**src/hw/rtl/ntcd_pkg.sv**
```systemverilog
package ntcd_pkg;

    // request codes
    localparam logic [1:0] REQ_CLEAR = 2'd0;
    localparam logic [1:0] REQ_ADD   = 2'd1;
    localparam logic [1:0] REQ_QUERY = 2'd2;

    // field widths
    localparam int unsigned POS_W    = 15;
    localparam int unsigned SIZE_W   = 14;
    localparam int unsigned BOX_W    = 2 * POS_W + 2 * SIZE_W;
    localparam int unsigned TRK_OUT_W = 6;
    localparam int unsigned DIST_W   = 34;

    // controller -> datapath
    typedef struct packed {
        logic clear;
        logic append;
        logic load_query;
        logic scan_step;
    } ntcd_cmd_t;

    // datapath -> controller
    typedef struct packed {
        logic empty;
        logic scan_last;
        logic pipe_busy;
    } ntcd_status_t;

endpackage

```
**src/hw/rtl/ntcd_ctrl.sv**
```systemverilog
module ntcd_ctrl
    import ntcd_pkg::*;
(
    input  logic         clk,
    input  logic         rst_n,
    input  logic         start,
    input  logic [1:0]   req_type,
    output logic         busy,
    output logic         done,
    output ntcd_cmd_t    cmd,
    input  ntcd_status_t status
);

    typedef enum logic [1:0] {
        ST_IDLE,
        ST_SCAN,
        ST_DRAIN
    } state_t;

    state_t state_reg;
    logic   done_reg;
    logic   accept;

    assign accept = start && (state_reg == ST_IDLE);
    assign busy   = (state_reg != ST_IDLE);
    assign done   = done_reg;

    always_comb
    begin
        cmd = '0;
        unique case (state_reg)
            ST_IDLE:
            begin
                if (accept)
                begin
                    unique case (req_type)
                        REQ_CLEAR: cmd.clear      = 1'b1;
                        REQ_ADD:   cmd.append     = 1'b1;
                        REQ_QUERY: cmd.load_query = 1'b1;
                        default:   cmd = '0;
                    endcase
                end
            end
            ST_SCAN:  cmd.scan_step = 1'b1;
            ST_DRAIN: cmd = '0;
            default:  cmd = '0;
        endcase
    end

    always_ff @(posedge clk or negedge rst_n)
    begin
        if (!rst_n)
        begin
            state_reg <= ST_IDLE;
            done_reg  <= 1'b0;
        end
        else
        begin
            done_reg <= 1'b0;
            unique case (state_reg)
                ST_IDLE:
                begin
                    if (cmd.load_query)
                    begin
                        if (status.empty)
                        begin
                            done_reg <= 1'b1;
                        end
                        else
                        begin
                            state_reg <= ST_SCAN;
                        end
                    end
                end
                ST_SCAN:
                begin
                    if (status.scan_last)
                    begin
                        state_reg <= ST_DRAIN;
                    end
                end
                ST_DRAIN:
                begin
                    if (!status.pipe_busy)
                    begin
                        done_reg  <= 1'b1;
                        state_reg <= ST_IDLE;
                    end
                end
                default: state_reg <= ST_IDLE;
            endcase
        end
    end

`ifndef SYNTHESIS
    a_done_idle: assert property (@(posedge clk) disable iff (!rst_n)
        done_reg |-> (state_reg == ST_IDLE))
        else $error("result strobe while busy");

    a_scan_nonempty: assert property (@(posedge clk) disable iff (!rst_n)
        (state_reg == ST_SCAN) |-> !status.empty)
        else $error("scan of an empty table");

    a_drain_done: assert property (@(posedge clk) disable iff (!rst_n)
        (state_reg == ST_DRAIN && !status.pipe_busy) |=> done_reg)
        else $error("drained query gave no result");
`endif

endmodule

```
**config.mk**
```make
export PLATFORM = sky130hd
export DESIGN_NAME = ntcd_ctrl
export DESIGN_NICKNAME = d
export VERILOG_FILES = /design/src/hw/rtl/ntcd_pkg.sv /design/src/hw/rtl/ntcd_ctrl.sv
export SDC_FILE = /design/constraint.sdc
export NUM_CORES = 1
export LEC_CHECK = 0
export ABC_AREA = 1
export BUFFER_PORTS_ARGS = -buffer_cell sky130_fd_sc_hd__buf_2
export CORE_AREA = 2 2 39 41
export DETAILED_ROUTE_END_ITERATION = 16
export DIE_AREA = 0 0 41 43
export GPL_TIMING_DRIVEN = 1
export PLACE_DENSITY = 0.42
export SETUP_SLACK_MARGIN = 0.2
export SYNTH_ARGS = -nofsm -noshare
export SYNTH_HDL_FRONTEND = slang
export SYNTH_SLANG_ARGS = --single-unit
export TNS_END_PERCENT = 10
```
**constraint.sdc**
```tcl
create_clock -name clk -period 1.25 [get_ports clk]
set_input_delay 0.25 -clock clk [delete_from_list [all_inputs] [get_ports clk]]
set_output_delay 0.25 -clock clk [all_outputs]
set_load 0.01 [all_outputs]
```
-- Word-level counts from Yosys, hierarchy flattened
Index checks and enable logic that the tools add are counted.
Widths: inputs -> output; s select.
- logic and storage cells: 30
- bits in registers: 3
- output and inout port bits: 6
- bits of input ports: 8
- reduce and logical (&&, ||, !) cells: 5
- muxes and demuxes: 15
- equality and inequality tests: 8
- operators with widths (kind ; number):
    $mux 2 ; 4
    $ne 2x2->1 const B ; 4
    $mux 1 ; 6
    $pmux 2 s3 ; 1
    $eq 2x1->1 const B ; 2
    $eq 2x2->1 const B ; 2
    $logic_not 2->1 ; 2
    $mux 4 ; 1
    $pmux 1 s2 ; 2
    $reduce_and 4->1 ; 1
    $mux 3 ; 1
    $reduce_bool 2->1 ; 1
    $logic_and 1x1->1 ; 1

-- Depth between registers and ports, before layout
Gate-level depths: netlist of run 1.
- depth after elaboration: 6
- mapped depth: 5
- gate-level depth less buffers: 5

-- Worst setup path after synthesis of run 1
Ideal clock, no wire load.
- path kind: register -> output
- start point: register state_reg[1]
- end point: output cmd[3] in the netlist's numbering
- arrival: 0.922 ns
- buffers on the path: 0
- setup slack: 0.078 ns
- data required time: 1.000 ns
- cell stages (with the launch flop): 4
- path through: dfrtp_1 > nor2_2 > nand2_1 > nor3_1
- RTL lines (item ; line ; RTL):
    start, declared ; ntcd_ctrl.sv:20 ; state_t state_reg;
    start signal, assigned ; ntcd_ctrl.sv:54 ; state_reg <= ST_IDLE;
    start signal, assigned ; ntcd_ctrl.sv:71 ; state_reg <= ST_SCAN;
    start signal, assigned ; ntcd_ctrl.sv:79 ; state_reg <= ST_DRAIN;
    end, declared ; ntcd_ctrl.sv:10 ; output ntcd_cmd_t cmd,

==> impl_metrics.py, run 1 <==
metrics = {
    "setup_path": {
        "r2r_cells": 5,
        "crit_chain": "nor2_4 > nand2_2 > nor3_2 > buf_2",
        "crit_path_end_kind": "output port",
        "crit_type": "register to output port",
        "worstPathMaxFanout": 3,
        "r2r_end": "state_reg[0]$_DFFE_PN0P_",
        "r2r_slack_ns": 0.27,
        "required_ns": 1.00,
        "slowest_delay_ns": 0.39,
        "rr_startpoint": "state_reg[0]$_DFFE_PN0P_",
        "cp.arrival_ns": 1.08,
        "cp-start-kind": "register",
        "cpMaxStageDelayCell": "dfrtp_1",
    },
    "floorplanning": {
        "dieArea_mm2": 0.00176,
        "initial_core_util_pct": 14.3,
        "core_area_mm2": 0.00138,
        "io_pins": 14,
        "fp.dieH_um": 43,
        "num_rows": 14,
        "die_w_um": 41,
    },
    "timing": {
        "max_freq_ghz": 0.750,
        "rsz0062_at_grt": "true",
        "tightest_slew_ns": 0.188,
        "slew_violations": 0,
        "setup_ws_ns": -0.0829,
        "period_needed_ns": 1.33,
        "timing.final.crit_share_pct": 107,
        "max-slew-margin-rel_pct": 87.4,
        "setup_viol": 5,
        "hold_viol_final": 0,
        "holdWs_ns": 0.250,
        "finClkSkew_ns": 0.00459,
    },
    "worst_hold_path": {
        "hold_path_class": "input port to register",
        "min-delay-start": "status[1]",
        "hold_path_depth": 3,
        "hold_end": "state_reg[1]$_DFFE_PN0P_",
    },
    "global_routing": {
        "overflow": 0,
        "grt_max_degree": 6,
        "grt_use_total_pct": 7.55,
        "grt_pass1_wl_um": 828,
        "grt_pass1_vias": 235,
        "antenna_found_initial": 0,
    },
    "cts": {
        "clkLatencyLatePin_ns": 0.23,
        "clockBufferDepth": 2,
        "clk_pin_slew_worst_paths_ns": 0.03,
        "clockRootBuffer": "clkbuf_4",
        "cts_tree": "yes",
        "h-tree-depth": 1,
        "cts_buffers": 3,
        "cts_sinks": 3,
    },
    "layout": {
        "nets": 59,
        "fillers": 166,
        "area_growth_pct": 86.1,
        "final_util_pct": 26.6,
        "n_antenna_cell": 0,
        "drive_gt1_share_pct": 54.0,
        "largest_register_ffs": 2,
    },
    "route": {
        "top_layer_used": "met3",
        "wl_met2_um": 260,
        "dr_wl_met3_um": 23,
        "drc": 0,
        "wire_per_inst_um": 7.45,
        "finalWirelength_um": 492,
        "vias_per_cell": 3.62,
        "antenna_left": 0,
        "vias": 239,
        "first_pass_iters": 2,
        "wl_met1_um": 209,
        "dr.first_iter.drc_count": 2,
    },
    "synth": {
        "synthArstFlopShare_pct": 100,
        "synth_warnings": 0,
        "synth_edf_count": 0,
        "syn_nets": 37,
        "synth.area.top_cells": "dfrtp_1 (38%), inv_1 (13%), nand2_1 (13%)",
        "ys_top_cells_by_count": "inv_1 (7), nand2_1 (7), nor2_1 (4), dfrtp_1 (3)",
        "syn_area_per_cell_um2": 6.82,
        "synth_cell_type_count": 10,
        "synth.cell_area_um2": 198,
        "synth_seq_cells": 3,
        "ys.flop_type": "dfrtp_1",
        "syn_inst": 29,
        "synth_largest_area_cell": "dfrtp_1",
        "yosysSeqAreaShare_pct": 38.0,
        "synth_top_area_share_pct": 38.0,
    },
    "placement": {
        "io_buffers": 13,
        "hpwlAfterDp_um": 407,
        "globalplace.congestion": 0.690,
    },
    "outcome": {
        "violations": "negative setup slack",
        "outcome": "complete, but fails checks",
    },
    "power_and_ir_drop": {
        "power_leakage_nw": 0.221,
        "power_w": 0.000366,
        "p_per_area_mw_per_mm2": 995,
        "ir_drop_v": 0.000239,
    },
    "flow_run": {
        "maxCapViolCount": 0,
    },
}
==> layer usage <==
layer	track usage, %	vias to the layer above
met5	0	-
met4	10.0	0
met3	1.57	0
met2	10.6	6
met1	7.47	106
li1	-	127
==> what timing repair did <==
action | 4_1_cts | 5_1_grt
setup buffers | 2 | 0
hold buffers | 1 | 0
resized for setup | 2 | 3
hold endpoints to repair | 3 | 0
endpoints found under the setup margin | 5 | 5
pin swaps | 3 | 2
==> worst max-delay path: cells and delay by family (launching register included) <==
family / cells / cell delay [ns]
and+or+nand+nor: 3 / 0.32
buffers and inverters: 1 / 0.14
DFF: 1 / 0.39
==> cells in the final DEF, fill, tap and decap left out <==
cell type,n
a21oi_2,1
buf_2,12
buf_4,3
buf_6,1
clkbuf_1,1
clkbuf_4,3
dfrtp_1,3
dlygate4sd3_1,1
inv_1,6
inv_2,1
nand2_1,6
nand2_2,1
nand3_1,2
nand3_4,1
nor2_1,4
nor2_2,1
nor2_4,1
nor3_2,1
o21ai_2,1
==> worst max path at each step <==
| stage | start | to | slack [ns] |
|---|---|---|---|
| 2_1_floorplan | state_reg[1]$_DFFE_PN0P_ | cmd[3] | 0.16 |
| 3_3_place_gp | state_reg[1]$_DFFE_PN0P_ | cmd[3] | 0.15 |
| 3_5_place_dp | state_reg[1]$_DFFE_PN0P_ | cmd[3] | 0.14 |
| 4_1_cts | state_reg[0]$_DFFE_PN0P_ | cmd[3] | -0.10 |
| 5_1_grt | state_reg[1]$_DFFE_PN0P_ | cmd[3] | -0.16 |
| 6_report | state_reg[1]$_DFFE_PN0P_ | cmd[3] | -0.08 |
==> stage by stage <==
| step | worst slack, ns | std cells | cell area (µm²) | TNS (ns) |
|---|---|---|---|---|
| floorplan | 0.159 | 29 | 203 | 0 |
| global placement | 0.151 | 59 | 295 | 0 |
| detailed placement | 0.138 | 59 | 295 | 0 |
| CTS | -0.105 | 66 | 353 | -0.370 |
| global route | -0.158 | 66 | 368 | -0.686 |
| finish | -0.0829 | 66 | 368 | -0.302 |
==> power breakdown <==
part | switching, W | internal [W]
Sequential | 0.00000403 | 0.000103
Combinational | 0.0000478 | 0.0000452
Clock | 0.0000464 | 0.000119
Total | 0.0000982 | 0.000268
==> cell families (layout without fill, tap and decap cells) <==
kind of cell | Yosys count | count (layout) | share of synthesized area, %
flops | 3 | 3 | 38.0
simple gates | 17 | 17 | 39.9
buf+inv | 7 | 28 | 13.3
compound gates | 2 | 2 | 8.86
==> layout make-up <==
| type | count | area [µm²] | share of cell area (%) |
|---|---|---|---|
| sequential | 3 | 75.1 | 20.4 |
| timing repair buffer | 17 | 104 | 28.2 |
| multi-input combinational | 19 | 116 | 31.6 |
| inverter | 7 | 26.3 | 7.14 |
| tap | 16 | 20.0 | 5.44 |
| clock buffer | 4 | 26.3 | 7.14 |
(Power assumes the default switching activity.)
==> inputs of run 2 (changes only) <==
--- a/config.mk
+++ b/config.mk
@@ -11,8 +11,8 @@
 export DETAILED_ROUTE_END_ITERATION = 16
 export DIE_AREA = 0 0 41 43
 export GPL_TIMING_DRIVEN = 1
+export MAX_ROUTING_LAYER = met4
 export PLACE_DENSITY = 0.42
-export SETUP_SLACK_MARGIN = 0.2
 export SYNTH_ARGS = -nofsm -noshare
 export SYNTH_HDL_FRONTEND = slang
 export SYNTH_SLANG_ARGS = --single-unit
==> impl_metrics.py, run 2 (synthesis results as in run 1) <==
metrics = {
    "setup_path": {
        "worstPathMaxFanout": 3,
        "crit_type": "register to output port",
        "r2r_cells": 6,
        "rr_startpoint": "state_reg[1]$_DFFE_PN0P_",
        "cp-start-kind": "register",
        "endpoint": "cmd[3]",
        "startpoint": "state_reg[1]$_DFFE_PN0P_",
        "r2r_slack_ns": 0.23,
        "r2r_end": "state_reg[0]$_DFFE_PN0P_",
        "required_ns": 1.00,
        "cp.arrival_ns": 1.13,
        "crit_path_end_kind": "output port",
    },
    "placement": {
        "place_area_um2": 290,
        "placed_cells": 59,
        "hpwlAfterDp_um": 384,
        "io_buffers": 13,
        "globalplace.congestion": 0.654,
    },
    "global_routing": {
        "grt_use_total_pct": 7.00,
        "use_met3_pct": 4.71,
        "use_met1_pct": 6.77,
        "antenna_found_initial": 0,
        "grt_pass1_vias": 227,
        "overflow": 0,
        "grt_pass1_wl_um": 772,
        "grt_max_degree": 6,
        "use_met2_pct": 10.0,
        "gr-max-usage-layer": "met2",
    },
    "timing": {
        "max-slew-margin-rel_pct": 88.8,
        "rsz0062_at_grt": "true",
        "finClkSkew_ns": 0.00100,
        "slew_violations": 0,
        "hold_viol_final": 0,
        "setup_viol": 4,
        "period_needed_ns": 1.38,
        "max_freq_ghz": 0.724,
        "setup_ws_ns": -0.131,
        "setup_tns_ns": -0.388,
        "tightest_slew_ns": 0.167,
        "timing.final.crit_share_pct": 110,
        "holdWs_ns": 0.231,
    },
    "floorplanning": {
        "num_rows": 14,
        "fp.dieH_um": 43,
        "core_area_mm2": 0.00138,
        "dieArea_mm2": 0.00176,
        "io_pins": 14,
        "initial_core_util_pct": 14.3,
        "die_w_um": 41,
    },
    "layout": {
        "largest_register_ffs": 2,
        "final_cell_area_um2": 349,
        "n_antenna_cell": 0,
        "stdcell_count": 65,
        "final_util_pct": 25.2,
        "area_growth_pct": 76.6,
        "final_common_cell": "buf_2",
        "drive_gt1_share_pct": 46.9,
        "nets": 58,
        "fillers": 165,
        "final_cell_mix": "buf_2 (12), inv_1 (7), nand2_1 (7), nor2_1 (4)",
    },
    "route": {
        "first_pass_iters": 3,
        "drc": 0,
        "vias": 234,
        "dr.first_iter.drc_count": 2,
        "vias_per_cell": 3.60,
        "antenna_left": 0,
        "finalWirelength_um": 492,
        "wire_per_inst_um": 7.57,
    },
    "cts": {
        "clkLatencyLatePin_ns": 0.23,
        "cts_tree": "yes",
        "clk_pin_slew_worst_paths_ns": 0.04,
        "clockRootBuffer": "clkbuf_4",
        "cts_buffers": 3,
        "h-tree-depth": 1,
        "cts_sinks": 3,
        "clockBufferDepth": 2,
    },
    "flow_run": {
        "maxCapViolCount": 0,
    },
    "power_and_ir_drop": {
        "p_per_area_mw_per_mm2": 1030,
        "ir_drop_v": 0.000398,
        "power_leakage_nw": 0.215,
    },
    "worst_hold_path": {
        "hold_path_class": "input port to register",
    },
    "outcome": {
        "violations": "negative setup slack",
        "outcome": "complete, but fails checks",
    },
}
-- run 2: cell type report --
| class | count | area (µm²) | share of cell area (%) |
|---|---|---|---|
| clock buffers | 4 | 26.3 | 7.53 |
| inverters | 7 | 26.3 | 7.53 |
| multi-input cells | 19 | 101 | 29.0 |
| flip-flops and latches | 3 | 75.1 | 21.5 |
| well taps | 16 | 20.0 | 5.73 |
| repair buffers | 16 | 100 | 28.7 |
-- run 2: worst max-delay path: stages, from the launching register on --
cell	delay, ns
dfrtp_1	0.38
nor2_2	0.16
nand2_1	0.08
nor3_1	0.12
buf_2	0.15
-- run 2: worst min-delay path by stage --
stage                         start                       end  slack (ns)  cells past startpoint
after floorplan               rst_n            done$_DFF_PN0_       -0.05                      0
after global placement        rst_n            done$_DFF_PN0_        0.05                      1
after detailed placement      rst_n            done$_DFF_PN0_        0.05                      1
after CTS                 status[1]  state_reg[1]$_DFFE_PN0P_        0.22                      3
after global routing      status[1]  state_reg[1]$_DFFE_PN0P_        0.25                      3
final                     status[1]  state_reg[1]$_DFFE_PN0P_        0.23                      3
-- run 2: power breakdown --
| group | internal [W] | total, W | switching, W | leakage [nW] |
|---|---|---|---|---|
| Clock | 0.000120 | 0.000173 | 0.0000530 | 0.0150 |
| Combinational | 0.0000387 | 0.0000819 | 0.0000432 | 0.159 |
| Sequential | 0.000103 | 0.000106 | 0.00000297 | 0.0410 |
| Total | 0.000262 | 0.000361 | 0.0000992 | 0.215 |
-- run 2: layer usage --
layer | vias up | part of all wire (%)
met2 | 9 | 49
li1 | 128 | -
met3 | 0 | 7.3
met1 | 97 | 44
met4 | 0 | 0
met5 | - | 0
-- run 2: per-stage QoR --
stage | power [W] | setup slack [ns]
global placement | 0.000179 | 0.107
floorplan | 0.000145 | 0.0783
finish | 0.000361 | -0.131
CTS | 0.000369 | -0.161
detailed placement | 0.000178 | 0.101
global route | 0.000389 | -0.193
-- run 2: repair_timing --
action	in CTS	in global routing
resized for setup	3	0
hold buffers	1	0
hold endpoints to repair	3	0
setup endpoints to repair	4	5
pin swaps	2	1
buffers inserted	0	1
